File: src/hdl/jbt_pkg.sv
package jbt_pkg;

	localparam int OffsetBits = 32;
	localparam int LengthBits = 16;
	localparam int MaxResults = 3;
	localparam int QueueDepth = 8;
	localparam int QueueAw = $clog2(QueueDepth);
	localparam int FillBits = $clog2(QueueDepth + 1);

	localparam logic [7:0] ChNul = 8'h00;
	localparam logic [7:0] ChQuote = 8'h22;
	localparam logic [7:0] ChDot = 8'h2E;
	localparam logic [7:0] ChMinus = 8'h2D;
	localparam logic [7:0] ChLbrace = 8'h7B;
	localparam logic [7:0] ChRbrace = 8'h7D;
	localparam logic [7:0] ChLbracket = 8'h5B;
	localparam logic [7:0] ChRbracket = 8'h5D;
	localparam logic [7:0] ChComma = 8'h2C;
	localparam logic [7:0] ChColon = 8'h3A;

	typedef enum logic [3:0] {
		K_LBRACE = 4'd0,
		K_RBRACE = 4'd1,
		K_LBRACKET = 4'd2,
		K_RBRACKET = 4'd3,
		K_COMMA = 4'd4,
		K_COLON = 4'd5,
		K_STRING = 4'd6,
		K_NUMBER = 4'd7,
		K_TRUE = 4'd8,
		K_FALSE = 4'd9,
		K_NULL = 4'd10,
		K_UNKNOWN = 4'd11,
		K_END = 4'd12,
		K_ERROR = 4'd13
	} kind_t;

	typedef enum logic [5:0] {
		M_IDLE = 6'b000001,
		M_STRING = 6'b000010,
		M_NUMBER = 6'b000100,
		M_WORD = 6'b001000,
		M_ERROR = 6'b010000,
		M_DONE = 6'b100000
	} mode_t;

	typedef struct packed {
		logic [7:0] text_byte;
		logic end_of_text;
	} in_item_t;

	typedef struct packed {
		kind_t token_kind;
		logic [OffsetBits-1:0] token_start;
		logic [LengthBits-1:0] token_length;
		logic last_of_run;
	} out_item_t;

	typedef struct packed {
		logic [1:0] count;
		out_item_t [MaxResults-1:0] items;
	} push_t;

	typedef struct packed {
		logic hit;
		out_item_t tok;
	} pend_t;

	function automatic logic is_space(input logic [7:0] c);
		return c == 8'h20 || c == 8'h09 || c == 8'h0A || c == 8'h0B || c == 8'h0C || c == 8'h0D;
	endfunction

	function automatic logic is_digit(input logic [7:0] c);
		return c >= "0" && c <= "9";
	endfunction

	function automatic logic is_alpha(input logic [7:0] c);
		return (c >= "a" && c <= "z") || (c >= "A" && c <= "Z");
	endfunction

	function automatic logic [LengthBits-1:0] grow(input logic [LengthBits-1:0] ln);
		return (ln == {LengthBits{1'b1}}) ? ln : ln + LengthBits'(1);
	endfunction

	// Bit 0 tracks true, bit 1 false and bit 2 null.
	function automatic logic [2:0] word_flags(input logic [2:0] fl,
			input logic [LengthBits-1:0] ln, input logic [7:0] c);
		logic t_ok;
		logic f_ok;
		logic n_ok;
		t_ok = 1'b0;
		f_ok = 1'b0;
		n_ok = 1'b0;
		case (ln)
			LengthBits'(0): begin
				t_ok = (c == "t");
				f_ok = (c == "f");
				n_ok = (c == "n");
			end
			LengthBits'(1): begin
				t_ok = (c == "r");
				f_ok = (c == "a");
				n_ok = (c == "u");
			end
			LengthBits'(2): begin
				t_ok = (c == "u");
				f_ok = (c == "l");
				n_ok = (c == "l");
			end
			LengthBits'(3): begin
				t_ok = (c == "e");
				f_ok = (c == "s");
				n_ok = (c == "l");
			end
			LengthBits'(4): begin
				f_ok = (c == "e");
			end
			default: begin
				t_ok = 1'b0;
			end
		endcase
		return fl & {n_ok, f_ok, t_ok};
	endfunction

	function automatic kind_t word_kind(input logic [2:0] fl, input logic [LengthBits-1:0] ln);
		if (fl[0] && ln == LengthBits'(4))
			return K_TRUE;
		else if (fl[1] && ln == LengthBits'(5))
			return K_FALSE;
		else if (fl[2] && ln == LengthBits'(4))
			return K_NULL;
		return K_UNKNOWN;
	endfunction

	function automatic pend_t pending_token(input mode_t mode, input logic [2:0] fl,
			input logic [OffsetBits-1:0] st, input logic [LengthBits-1:0] ln);
		pend_t r;
		r.hit = 1'b1;
		r.tok.token_start = st;
		r.tok.token_length = ln;
		r.tok.last_of_run = 1'b0;
		unique case (mode)
			M_STRING: r.tok.token_kind = K_STRING;
			M_NUMBER: r.tok.token_kind = K_NUMBER;
			M_WORD: r.tok.token_kind = word_kind(fl, ln);
			default: begin
				r.hit = 1'b0;
				r.tok.token_kind = K_UNKNOWN;
			end
		endcase
		return r;
	endfunction

	function automatic out_item_t make_tok(input kind_t k, input logic [OffsetBits-1:0] st,
			input logic [LengthBits-1:0] ln);
		out_item_t r;
		r.token_kind = k;
		r.token_start = st;
		r.token_length = ln;
		r.last_of_run = 1'b0;
		return r;
	endfunction

endpackage

File: src/hdl/jbt_if.sv
interface jbt_in_if;
	logic valid;
	logic ready;
	jbt_pkg::in_item_t item;
	modport source(output valid, output item, input ready);
	modport sink(input valid, input item, output ready);
endinterface

interface jbt_out_if;
	logic valid;
	logic ready;
	jbt_pkg::out_item_t item;
	modport source(output valid, output item, input ready);
	modport sink(input valid, input item, output ready);
endinterface

File: src/hdl/json_byte_tokenizer.sv
// JSON byte tokenizer.
// The byte_ch channel carries one byte of JSON text per item, with end_of_text
// set on the final byte of a document. The token_ch channel carries token
// records: kind, start offset, length and last_of_run, which marks the final
// record caused by one byte. A byte causes from zero to three records.
// A byte accepted on byte_ch is registered and decoded from that register; its
// records are registered into the result queue, from which token_ch offers them.
// One byte is accepted per cycle while the eight-entry result queue has room
// for the records of the byte in decode and of the next one; the sustained
// rate is one byte per cycle whenever each byte gives at most one record and
// the receiver takes one record per cycle.
// When the receiver stalls, records wait in the queue and byte_ch.ready falls
// once fewer than six entries are free with a byte in decode, or fewer than
// three with none; nothing is dropped.
// Reset empties the queue and returns the scanner to the start of a document
// at offset zero. After the final byte the scanner resets itself in the same
// way, so the next byte begins a new document.
module json_byte_tokenizer (
	input logic clk,
	input logic arst_n,
	jbt_in_if.sink byte_ch,
	jbt_out_if.source token_ch
);

	logic busy_s1;
	logic take;
	logic [jbt_pkg::FillBits-1:0] fill;
	jbt_pkg::push_t push;

	assign byte_ch.ready = (fill + (busy_s1 ? jbt_pkg::FillBits'(jbt_pkg::MaxResults) : '0))
		<= jbt_pkg::FillBits'(jbt_pkg::QueueDepth - jbt_pkg::MaxResults);
	assign take = byte_ch.valid && byte_ch.ready;

	jbt_lexer u_lexer (
		.clk(clk),
		.arst_n(arst_n),
		.take(take),
		.item(byte_ch.item),
		.busy_s1(busy_s1),
		.push(push)
	);

	jbt_queue u_queue (
		.clk(clk),
		.arst_n(arst_n),
		.push(push),
		.fill(fill),
		.token_ch(token_ch)
	);

endmodule

File: src/hdl/jbt_lexer.sv
module jbt_lexer (
	input logic clk,
	input logic arst_n,
	input logic take,
	input jbt_pkg::in_item_t item,
	output logic busy_s1,
	output jbt_pkg::push_t push
);

	logic valid_s1;
	jbt_pkg::in_item_t item_s1;
	jbt_pkg::mode_t mode_q;
	logic [jbt_pkg::OffsetBits-1:0] pos_q;
	logic [jbt_pkg::OffsetBits-1:0] pstart_q;
	logic [jbt_pkg::LengthBits-1:0] plen_q;
	logic [2:0] flags_q;

	jbt_pkg::mode_t mode_d;
	logic [jbt_pkg::OffsetBits-1:0] pos_d;
	logic [jbt_pkg::OffsetBits-1:0] pstart_d;
	logic [jbt_pkg::LengthBits-1:0] plen_d;
	logic [2:0] flags_d;
	logic [1:0] cnt;
	jbt_pkg::out_item_t [jbt_pkg::MaxResults-1:0] items;

	always_comb begin
		logic [7:0] c;
		logic last;
		logic [jbt_pkg::OffsetBits-1:0] p;
		logic redo;
		jbt_pkg::pend_t pt;
		c = item_s1.text_byte;
		last = item_s1.end_of_text;
		p = pos_q;
		mode_d = mode_q;
		pstart_d = pstart_q;
		plen_d = plen_q;
		flags_d = flags_q;
		cnt = 2'd0;
		redo = 1'b0;
		pt = '0;
		items = '0;
		if (mode_q == jbt_pkg::M_DONE || mode_q == jbt_pkg::M_ERROR) begin
			if (last && mode_q == jbt_pkg::M_ERROR) begin
				items[cnt] = jbt_pkg::make_tok(jbt_pkg::K_END, p, '0);
				cnt = cnt + 2'd1;
			end
		end else if (c == jbt_pkg::ChNul) begin
			pt = jbt_pkg::pending_token(mode_d, flags_d, pstart_d, plen_d);
			if (pt.hit) begin
				items[cnt] = pt.tok;
				cnt = cnt + 2'd1;
			end
			items[cnt] = jbt_pkg::make_tok(jbt_pkg::K_END, p, '0);
			cnt = cnt + 2'd1;
			mode_d = jbt_pkg::M_DONE;
			pstart_d = '0;
			plen_d = '0;
			flags_d = 3'b111;
		end else begin
			unique case (mode_q) inside
				jbt_pkg::M_STRING: begin
					if (c == jbt_pkg::ChQuote) begin
						pt = jbt_pkg::pending_token(mode_d, flags_d, pstart_d, plen_d);
						items[cnt] = pt.tok;
						cnt = cnt + 2'd1;
						mode_d = jbt_pkg::M_IDLE;
						pstart_d = '0;
						plen_d = '0;
						flags_d = 3'b111;
					end else begin
						plen_d = jbt_pkg::grow(plen_d);
					end
				end
				jbt_pkg::M_NUMBER, jbt_pkg::M_WORD: begin
					if ((mode_q == jbt_pkg::M_NUMBER && (jbt_pkg::is_digit(c) || c == jbt_pkg::ChDot))
							|| (mode_q == jbt_pkg::M_WORD && jbt_pkg::is_alpha(c))) begin
						if (mode_q == jbt_pkg::M_WORD)
							flags_d = jbt_pkg::word_flags(flags_d, plen_d, c);
						plen_d = jbt_pkg::grow(plen_d);
					end else begin
						pt = jbt_pkg::pending_token(mode_d, flags_d, pstart_d, plen_d);
						items[cnt] = pt.tok;
						cnt = cnt + 2'd1;
						mode_d = jbt_pkg::M_IDLE;
						pstart_d = '0;
						plen_d = '0;
						flags_d = 3'b111;
						redo = 1'b1;
					end
				end
				default: begin
					redo = 1'b1;
				end
			endcase
			if (redo) begin
				unique case (c) inside
					jbt_pkg::ChLbrace, jbt_pkg::ChRbrace, jbt_pkg::ChLbracket,
					jbt_pkg::ChRbracket, jbt_pkg::ChComma, jbt_pkg::ChColon: begin
						unique case (c)
							jbt_pkg::ChLbrace: items[cnt] = jbt_pkg::make_tok(jbt_pkg::K_LBRACE, p,
								jbt_pkg::LengthBits'(1));
							jbt_pkg::ChRbrace: items[cnt] = jbt_pkg::make_tok(jbt_pkg::K_RBRACE, p,
								jbt_pkg::LengthBits'(1));
							jbt_pkg::ChLbracket: items[cnt] = jbt_pkg::make_tok(jbt_pkg::K_LBRACKET,
								p, jbt_pkg::LengthBits'(1));
							jbt_pkg::ChRbracket: items[cnt] = jbt_pkg::make_tok(jbt_pkg::K_RBRACKET,
								p, jbt_pkg::LengthBits'(1));
							jbt_pkg::ChComma: items[cnt] = jbt_pkg::make_tok(jbt_pkg::K_COMMA, p,
								jbt_pkg::LengthBits'(1));
							default: items[cnt] = jbt_pkg::make_tok(jbt_pkg::K_COLON, p,
								jbt_pkg::LengthBits'(1));
						endcase
						cnt = cnt + 2'd1;
					end
					jbt_pkg::ChQuote: begin
						pstart_d = p + jbt_pkg::OffsetBits'(1);
						plen_d = '0;
						flags_d = 3'b111;
						mode_d = jbt_pkg::M_STRING;
					end
					default: begin
						if (jbt_pkg::is_space(c)) begin
							mode_d = mode_d;
						end else if (jbt_pkg::is_digit(c) || c == jbt_pkg::ChMinus) begin
							pstart_d = p;
							plen_d = jbt_pkg::LengthBits'(1);
							flags_d = 3'b111;
							mode_d = jbt_pkg::M_NUMBER;
						end else if (jbt_pkg::is_alpha(c)) begin
							pstart_d = p;
							flags_d = jbt_pkg::word_flags(3'b111, '0, c);
							plen_d = jbt_pkg::LengthBits'(1);
							mode_d = jbt_pkg::M_WORD;
						end else begin
							items[cnt] = jbt_pkg::make_tok(jbt_pkg::K_ERROR, p,
								jbt_pkg::LengthBits'(1));
							cnt = cnt + 2'd1;
							mode_d = jbt_pkg::M_ERROR;
						end
					end
				endcase
			end
			if (last) begin
				if (mode_d != jbt_pkg::M_ERROR) begin
					pt = jbt_pkg::pending_token(mode_d, flags_d, pstart_d, plen_d);
					if (pt.hit) begin
						items[cnt] = pt.tok;
						cnt = cnt + 2'd1;
					end
				end
				items[cnt] = jbt_pkg::make_tok(jbt_pkg::K_END, p, '0);
				cnt = cnt + 2'd1;
			end
		end
		for (int i = 0; i < jbt_pkg::MaxResults; i++)
			items[i].last_of_run = (cnt == 2'(i + 1));
		if (last) begin
			mode_d = jbt_pkg::M_IDLE;
			pos_d = '0;
			pstart_d = '0;
			plen_d = '0;
			flags_d = 3'b111;
		end else begin
			pos_d = p + jbt_pkg::OffsetBits'(1);
		end
	end

	always_ff @(posedge clk or negedge arst_n) begin
		if (!arst_n) begin
			valid_s1 <= 1'b0;
			mode_q <= jbt_pkg::M_IDLE;
			pos_q <= '0;
			pstart_q <= '0;
			plen_q <= '0;
			flags_q <= 3'b111;
		end else begin
			valid_s1 <= take;
			if (valid_s1) begin
				mode_q <= mode_d;
				pos_q <= pos_d;
				pstart_q <= pstart_d;
				plen_q <= plen_d;
				flags_q <= flags_d;
			end
		end
	end

	always_ff @(posedge clk) begin
		if (take)
			item_s1 <= item;
	end

	assign busy_s1 = valid_s1;
	assign push.count = valid_s1 ? cnt : 2'd0;
	assign push.items = items;

endmodule

File: src/hdl/jbt_queue.sv
module jbt_queue (
	input logic clk,
	input logic arst_n,
	input jbt_pkg::push_t push,
	output logic [jbt_pkg::FillBits-1:0] fill,
	jbt_out_if.source token_ch
);

	jbt_pkg::out_item_t [jbt_pkg::QueueDepth-1:0] mem_q;
	logic [jbt_pkg::QueueAw-1:0] wp_q;
	logic [jbt_pkg::QueueAw-1:0] rp_q;
	logic [jbt_pkg::FillBits-1:0] fill_q;
	logic pop;

	assign pop = token_ch.valid && token_ch.ready;
	assign token_ch.valid = (fill_q != '0);
	assign token_ch.item = mem_q[rp_q];
	assign fill = fill_q;

	always_ff @(posedge clk) begin
		for (int i = 0; i < jbt_pkg::MaxResults; i++) begin
			if (2'(i) < push.count)
				mem_q[wp_q + jbt_pkg::QueueAw'(i)] <= push.items[i];
		end
	end

	always_ff @(posedge clk or negedge arst_n) begin
		if (!arst_n) begin
			wp_q <= '0;
			rp_q <= '0;
			fill_q <= '0;
		end else begin
			wp_q <= wp_q + jbt_pkg::QueueAw'(push.count);
			if (pop)
				rp_q <= rp_q + jbt_pkg::QueueAw'(1);
			fill_q <= fill_q + jbt_pkg::FillBits'(push.count) - jbt_pkg::FillBits'(pop);
		end
	end

endmodule

File: src/flat_wrapper.sv
// flat-port wrapper written by rule: the top's interface ports become plain ports
module json_byte_tokenizer_flat 
  (clk, arst_n, byte_ch_valid, byte_ch_item, byte_ch_ready, token_ch_valid, token_ch_item, token_ch_ready);
  jbt_in_if byte_ch_i ();
  jbt_out_if token_ch_i ();
  input logic clk;
  input logic arst_n;
  input wire logic [$bits(byte_ch_i.valid)-1:0] byte_ch_valid;
  input wire logic [$bits(byte_ch_i.item)-1:0] byte_ch_item;
  output wire logic [$bits(byte_ch_i.ready)-1:0] byte_ch_ready;
  output wire logic [$bits(token_ch_i.valid)-1:0] token_ch_valid;
  output wire logic [$bits(token_ch_i.item)-1:0] token_ch_item;
  input wire logic [$bits(token_ch_i.ready)-1:0] token_ch_ready;
  assign byte_ch_i.valid = byte_ch_valid;
  assign byte_ch_i.item = byte_ch_item;
  assign byte_ch_ready = byte_ch_i.ready;
  assign token_ch_valid = token_ch_i.valid;
  assign token_ch_item = token_ch_i.item;
  assign token_ch_i.ready = token_ch_ready;
  json_byte_tokenizer u_core (.clk(clk), .arst_n(arst_n), .byte_ch(byte_ch_i), .token_ch(token_ch_i));
endmodule
File: config.mk
export PLATFORM = sky130hd
export DESIGN_NAME = json_byte_tokenizer_flat
export DESIGN_NICKNAME = d
export VERILOG_FILES = /design/src/hdl/jbt_pkg.sv /design/src/hdl/jbt_if.sv /design/src/hdl/json_byte_tokenizer.sv /design/src/hdl/jbt_lexer.sv /design/src/hdl/jbt_queue.sv /design/src/flat_wrapper.sv
export SDC_FILE = /design/constraint.sdc
export NUM_CORES = 2
export LEC_CHECK = 0
export BUFFER_PORTS_ARGS = -buffer_cell sky130_fd_sc_hd__buf_4
export CORE_MARGIN = 4
export CORE_UTILIZATION = 40
export CTS_BUF_LIST = sky130_fd_sc_hd__clkbuf_4
export CTS_CLUSTER_SIZE = 24
export DETAILED_ROUTE_END_ITERATION = 16
export PLACE_DENSITY_LB_ADDON = 0.12
export SKIP_LAST_GASP = 1
export SLEW_MARGIN = 20
export SYNTH_ARGS = -nofsm -noshare
export SYNTH_HDL_FRONTEND = slang
export SYNTH_SLANG_ARGS = --single-unit
File: constraint.sdc
create_clock -name clk -period 8.2 [get_ports clk]
set_input_delay 0.41 -clock clk [delete_from_list [all_inputs] [get_ports clk]]
set_output_delay 0.41 -clock clk [all_outputs]
set_load 0.01 [all_outputs]
* Word-level counts from Yosys, hierarchy flattened
Index checks and enable logic that the tools add are counted. W data, S select, Z words.
Cells by class: $add $sub $neg 13, magnitude comparators 25, eq/ne operators 45, multiplexer cells 203, bitwise logic cells 1, reduce and logical (&&, ||, !) cells 40
Operators by type and width (number):
- $mux W159 | 13
- $bwmux W159 | 10
- $bwmux W424 | 3
- $mux W424 | 3
- $mux W53 | 16
- $pmux W159 S5 | 1
- $demux W53 S3 | 3
- $demux W53 S2 | 4
- $mux W32 | 12
- $pmux W159 S2 | 1
- $mux W16 | 12
- $bmux W53 S3 | 1
- $pmux W32 S2 | 2
- $mux W106 | 1
- $pmux W53 S2 | 1
- $eq A8 B7 Y1 const B | 13
- $eq A16 B3 Y1 const B | 4
- $pmux W16 S2 | 2
- $mux W6 | 9
- $mux W4 | 13
- $mux W52 | 1
- $eq A8 B6 Y1 const B | 6
- $mux W1 | 48
- $eq A8 B4 Y1 const B | 5
- other kinds (54) | 143
Storage, ports and cells: register bits 533, bits of input ports 13, output and inout bits 55, word-level logic and storage cells 370

* Logic depth before layout (Yosys ltp)
depth after elaboration 51, depth in mapped cells 26, gate-level depth less buffers 22

* Cells and area by module
Synthesis repeated with hierarchy kept, for this count alone.
Unflattened totals: cells, all modules 4419, area, all modules 35560.4 sq um
By module, submodules not included:
- jbt_queue | times used 1, cells an instance 2846, area an instance 24312.1 sq um, sequential area each 8738.4 sq um
- jbt_lexer | times used 1, cells an instance 1562, area an instance 11144.4 sq um, sequential area each 2527.4 sq um
- json_byte_tokenizer | times used 1, cells an instance 11, area an instance 103.8 sq um, sequential area each 0.0 sq um

* Worst setup path before layout
Ideal clock, no wire load.
kind register to register, start point register u_core.u_lexer.mode_q[4], end point register u_core.u_queue.mem_q[341] (netlist name), setup time 0.119 ns, arrival time 5.708 ns, required time 8.081 ns, path slack 2.374 ns, cell stages (with the launch flop) 23, path buffers 4, period minus slack after synthesis 5.826 ns, path through dfrtp_1 -> or3_1 -> nor3_1 -> mux2_2 -> a21oi_1 -> inv_1 -> buf_2 -> buf_1 -> ha_1 -> o21ai_0 -> o21a_1 -> inv_1 -> ha_1 -> mux2i_1 -> inv_1 -> ha_1 -> o221a_1 -> or3_4 -> buf_6 -> or3_4 -> buf_2 -> o22a_1 -> o221a_2
On the way: word-level cells in the longest chain between the ends 36, elaborated cells on any way between the ends 138, those cells by class add/sub (4); order compare (11); eq/ne (9); mux (102); reduce/logical (12)
Ends and longest elaborated chain:
- start: declaration | RTL line jbt_lexer.sv:12 | jbt_pkg::mode_t mode_q;
- start signal: assignment | RTL line jbt_lexer.sv:172 | mode_q <= jbt_pkg::M_IDLE;
- start signal: assignment | RTL line jbt_lexer.sv:180 | mode_q <= mode_d;
- parallel branches: the longest is 35 deep, another holds $add A2 B1 Y2
- $mux W424 (*) | RTL line jbt_queue.sv:22 | if (2'(i) < push.count)
- end signal: indexed assignment | RTL line jbt_queue.sv:23 | mem_q[wp_q + jbt_pkg::QueueAw'(i)] <= push.items[i];
- end: declaration | RTL line jbt_queue.sv:9 | jbt_pkg::out_item_t [jbt_pkg::QueueDepth-1:0] mem_q;
Mark *: on every way between the ends. The select of a mux whose other input is x is not followed. A chain may end at the register's enable or synchronous reset.

* Final worst setup path
start point register u_core.u_lexer.mode_q[4], end point register u_core.u_queue.mem_q[348] (netlist name)
The elaborated chain is that of the path after synthesis.

==> run summary <==
Final slew viol count: 0
Die Wd: 298.0 µm
First-pass GRT wire length: 221.4 mm
Ys async rst share: 0.1876
CTS Buf Count: 158
Yosys reg bits: 533
Post-DR wirelength/cell: 29.23 µm
DRC viols: 0
Post-DRT Antenna Nets: 0
Util after Layout: 0.4485
Via count: 34,370
Post-synth cell types: 104
Setup CP Type: flip-flop to flip-flop
Top-area cell type share of the netlist area: 0.2522
Period utilization: 0.8818
Main synth FF type: dfxtp_1
Clock root buffer: clkbuf_4
DRT iter0 DRCs: 4,307
Worst Setup Slack, final: 0.9696 ns
Post-layout min period: 7.230 ns
Worst Hold Depth: 2
Hold Buf Count CTS: 14
Post-Synth XOR/XNOR Area: 0.006247
DP HPWL: 96.95 mm
Skew-Pair Late Insertion Delay: 1.06 ns
Die extent in y: 298.0 µm
Drt first pass iters: 8
CTS Buffer Depth: 3
Initial antenna violation count: 1
Number of global-route vias before repair: 32,540
Routability cong.: 0.9244
Critical Path Sink Type: flip-flop
Status: finished clean
CTS tree: yes
CTS sink count: 533
Synth Area in Compound Gates: 0.2931
LEAKAGE: 13.97 nW
Total GRT Usage: 0.3268
Min-delay worst type: primary input to flip-flop
Post-synthesis mux area share: 0.1473
Overall Power: 14.63 mW
Post-Synth Adder-Cell Area: 0.01034
Grt ovf: 0
Setup Slack @ Placement: 1.192 ns
Core area: 83,560 µm²
Fraction of layout cells with a size suffix above 1: 0.1969
Post-synthesis cell area: 33,650 µm²
Worst setup SP type: flip-flop
Final nets: 3,989
Post-CTS resize count: 0
Initial Utilization: 0.4027
Synth warn: 0
Pwr dens: 390.3 nW/µm²
Post-CTS setup repair buffer count: 0
F_max: 138.3 MHz
Sequential fraction of the synthesis area: 0.3348
Setup Skew: 0.07962 ns
Post-Syn Instances: 3,950
Die area: 88,830 µm²
Area growth syn-to-layout: 11.37%
R2R cell count: 20
WP data arrival: 8.13 ns
Post-synth EDFFs: 9
Actual slew at the worst max-slew pin: 1.222 ns
Largest family of logic cells by synthesized area: compound AO/OA/AOI/OAI gates
H-tree lvl count: 4
Unrepaired setup endpoints after global routing: false
Syn nets: 3,989
Fin. Hold Viols: 0
Port bufs: 67
Largest cells by area after synthesis: dfxtp_1 (25%), dfrtp_1 (7.1%), mux4_2 (7.1%), mux2i_1 (5.6%), o21ai_0 (4.7%)
Area leader, netlist: dfxtp_1
VDD IR-drop max: 0.4447 mV
Num ports: 68
Vias per cell: 6.680
Max-Cap Viols: 0
Final number of setup-violating endpoints: 0
Max FO, Critical Path: 21
Fin Setup TNS: 0 ns
Register clock-pin slew on the reported worst setup and hold paths: 0.07 ns
FILL cells: 8,344
Largest net degree at the start of global routing: 68
Total Wirelength: 150.4 mm
Slew margin rel.: 0.1850
Worst path required time: 9.10 ns
Mean Syn Cell Area: 8.519 µm²
Post-Synth Simple-Gate Area: 0.1547
Core Rows: 106
## logic make-up after synthesis
family,after synthesis
and+or+nand+nor,1140
DFF,533
buffers and inverters,440
adders and majority gates,26
AOI/OAI and AO/OA,1432
muxes,355
xor gates and xnor gates,24
## cells in the final DEF (no fill, tap or decap), types with 13 or more instances in the layout
cell type and count:
o21a_1 37, o22a_1 19, a22oi_1 103, a221oi_1 79, buf_4 195, inv_1 66
nor2b_1 13, dfrtp_1 92, xnor2_1 14, dfxtp_1 424, o221a_2 73, mux4_2 106
nand2_1 328, o211ai_1 34, a221o_1 13, nand4_1 22, mux2i_1 188, ha_1 23
clkinv_1 23, o221ai_1 57, a21oi_1 270, o21ai_0 316, nand3_1 46, mux2_2 61
or3_1 18, o22ai_1 146, nor3_2 16, o21ai_1 29, a31oi_1 20, o31ai_1 24
dlygate4sd3_1 13, and3_1 28, nor2_1 402, and2_1 17, nor4_1 23, nor3_1 136
a22o_1 76, nor3b_1 15, clkbuf_4 236
## power by group
| group | switching (mW) | internal, mW |
|---|---|---|
| Sequential | 0.827 | 3.65 |
| Combinational | 4.44 | 3.02 |
| Clock | 1.29 | 1.40 |
## registers in the layout, summed over array words and instances (netlist names), 4 cells and up
register / cells
u_core.u_lexer.plen_q: 16
u_core.u_queue.fill: 4
u_core.u_lexer.pstart_q: 32
u_core.u_queue.mem_q: 424
u_core.u_lexer.mode_q: 6
u_core.u_lexer.item_s1: 9
u_core.u_lexer.pos_q: 32
## final timing paths
path | startpoint | endpoint | slack [ns]
worst max-delay path | u_core.u_lexer.mode_q[4] | u_core.u_queue.mem_q[348] | 0.97
worst min-delay path | byte_ch_item[6] | u_core.u_lexer.item_s1[6] | 0.13
worst max register to register | u_core.u_lexer.mode_q[4] | u_core.u_queue.mem_q[348] | 0.97
worst min register to register | u_core.u_queue.mem_q[399] | u_core.u_queue.mem_q[399] | 0.45
max in group asynchronous | arst_n | u_core.u_lexer.pstart_q[17] | 6.67
min in group asynchronous | arst_n | u_core.u_lexer.flags_q[1] | 0.48
## per-stage QoR
stage	instance area (µm²)	hold slack, ns	cells
after global placement	35220	0.4347	4854
after global routing	37480	0.08945	5146
after detailed placement	35230	0.4426	4854
after floorplan	33650	0.1144	3950
after CTS	37400	0.01482	5140
final	37480	0.1264	5146
## area by class of cell
type	instances	area, µm²	share of cell area
well taps	1080	1351	0.03606
clock inverters	36	252.7	0.006744
repair buffers	211	1662	0.04434
multi-input cells	2977	20890	0.5575
diodes	4	10.01	0.0002671
clock buffers	236	1772	0.04727
inverters	69	259.0	0.006911
flip-flops and latches	533	11280	0.3009
## synth_stat cells, types with 13 or more instances
cell and n:
o21ai_1 30, a31oi_1 23, ha_1 23, o22ai_1 146, nand4_1 22, a22oi_1 103
o31ai_1 24, o21a_1 37, inv_1 67, a221o_1 13, dfxtp_1 424, a221oi_1 79
buf_1 31, a22o_1 76, mux2_2 61, buf_2 58, nand2_1 335, nor2b_1 13
o21ai_0 318, mux4_2 106, o211ai_1 34, o221a_2 73, o221ai_1 58, and3_1 28
clkbuf_1 264, a21oi_1 272, nor3_1 141, nor3b_1 15, nor2_1 409, and2_1 18
nor4_1 23, nand3_1 50, buf_4 15, or3_1 19, mux2i_1 188, o22a_1 19
dfrtp_1 96, xnor2_1 14
## critical path, stage by stage (launching register included)
cell	delay, ns
dfrtp_1	0.42
or3_1	0.47
nor3_1	0.63
mux2_2	0.47
a21oi_2	0.14
buf_4	0.30
inv_2	0.07
ha_1	0.29
o21ai_0	0.22
o21a_1	0.33
inv_1	0.12
ha_1	0.30
mux2i_1	0.20
inv_1	0.10
ha_1	0.32
o221ai_2	0.13
a21oi_1	0.40
a31oi_2	0.28
a21oi_2	0.73
nand2_1	0.69
o221a_2	0.44
## layer usage
metal,track usage,part of all wire
met1,0.4375,0.42
met2,0.5023,0.44
met3,0.06391,0.092
met4,0.1685,0.053
met5,0,0
Note: power is estimated with default switching activity, not from simulation.
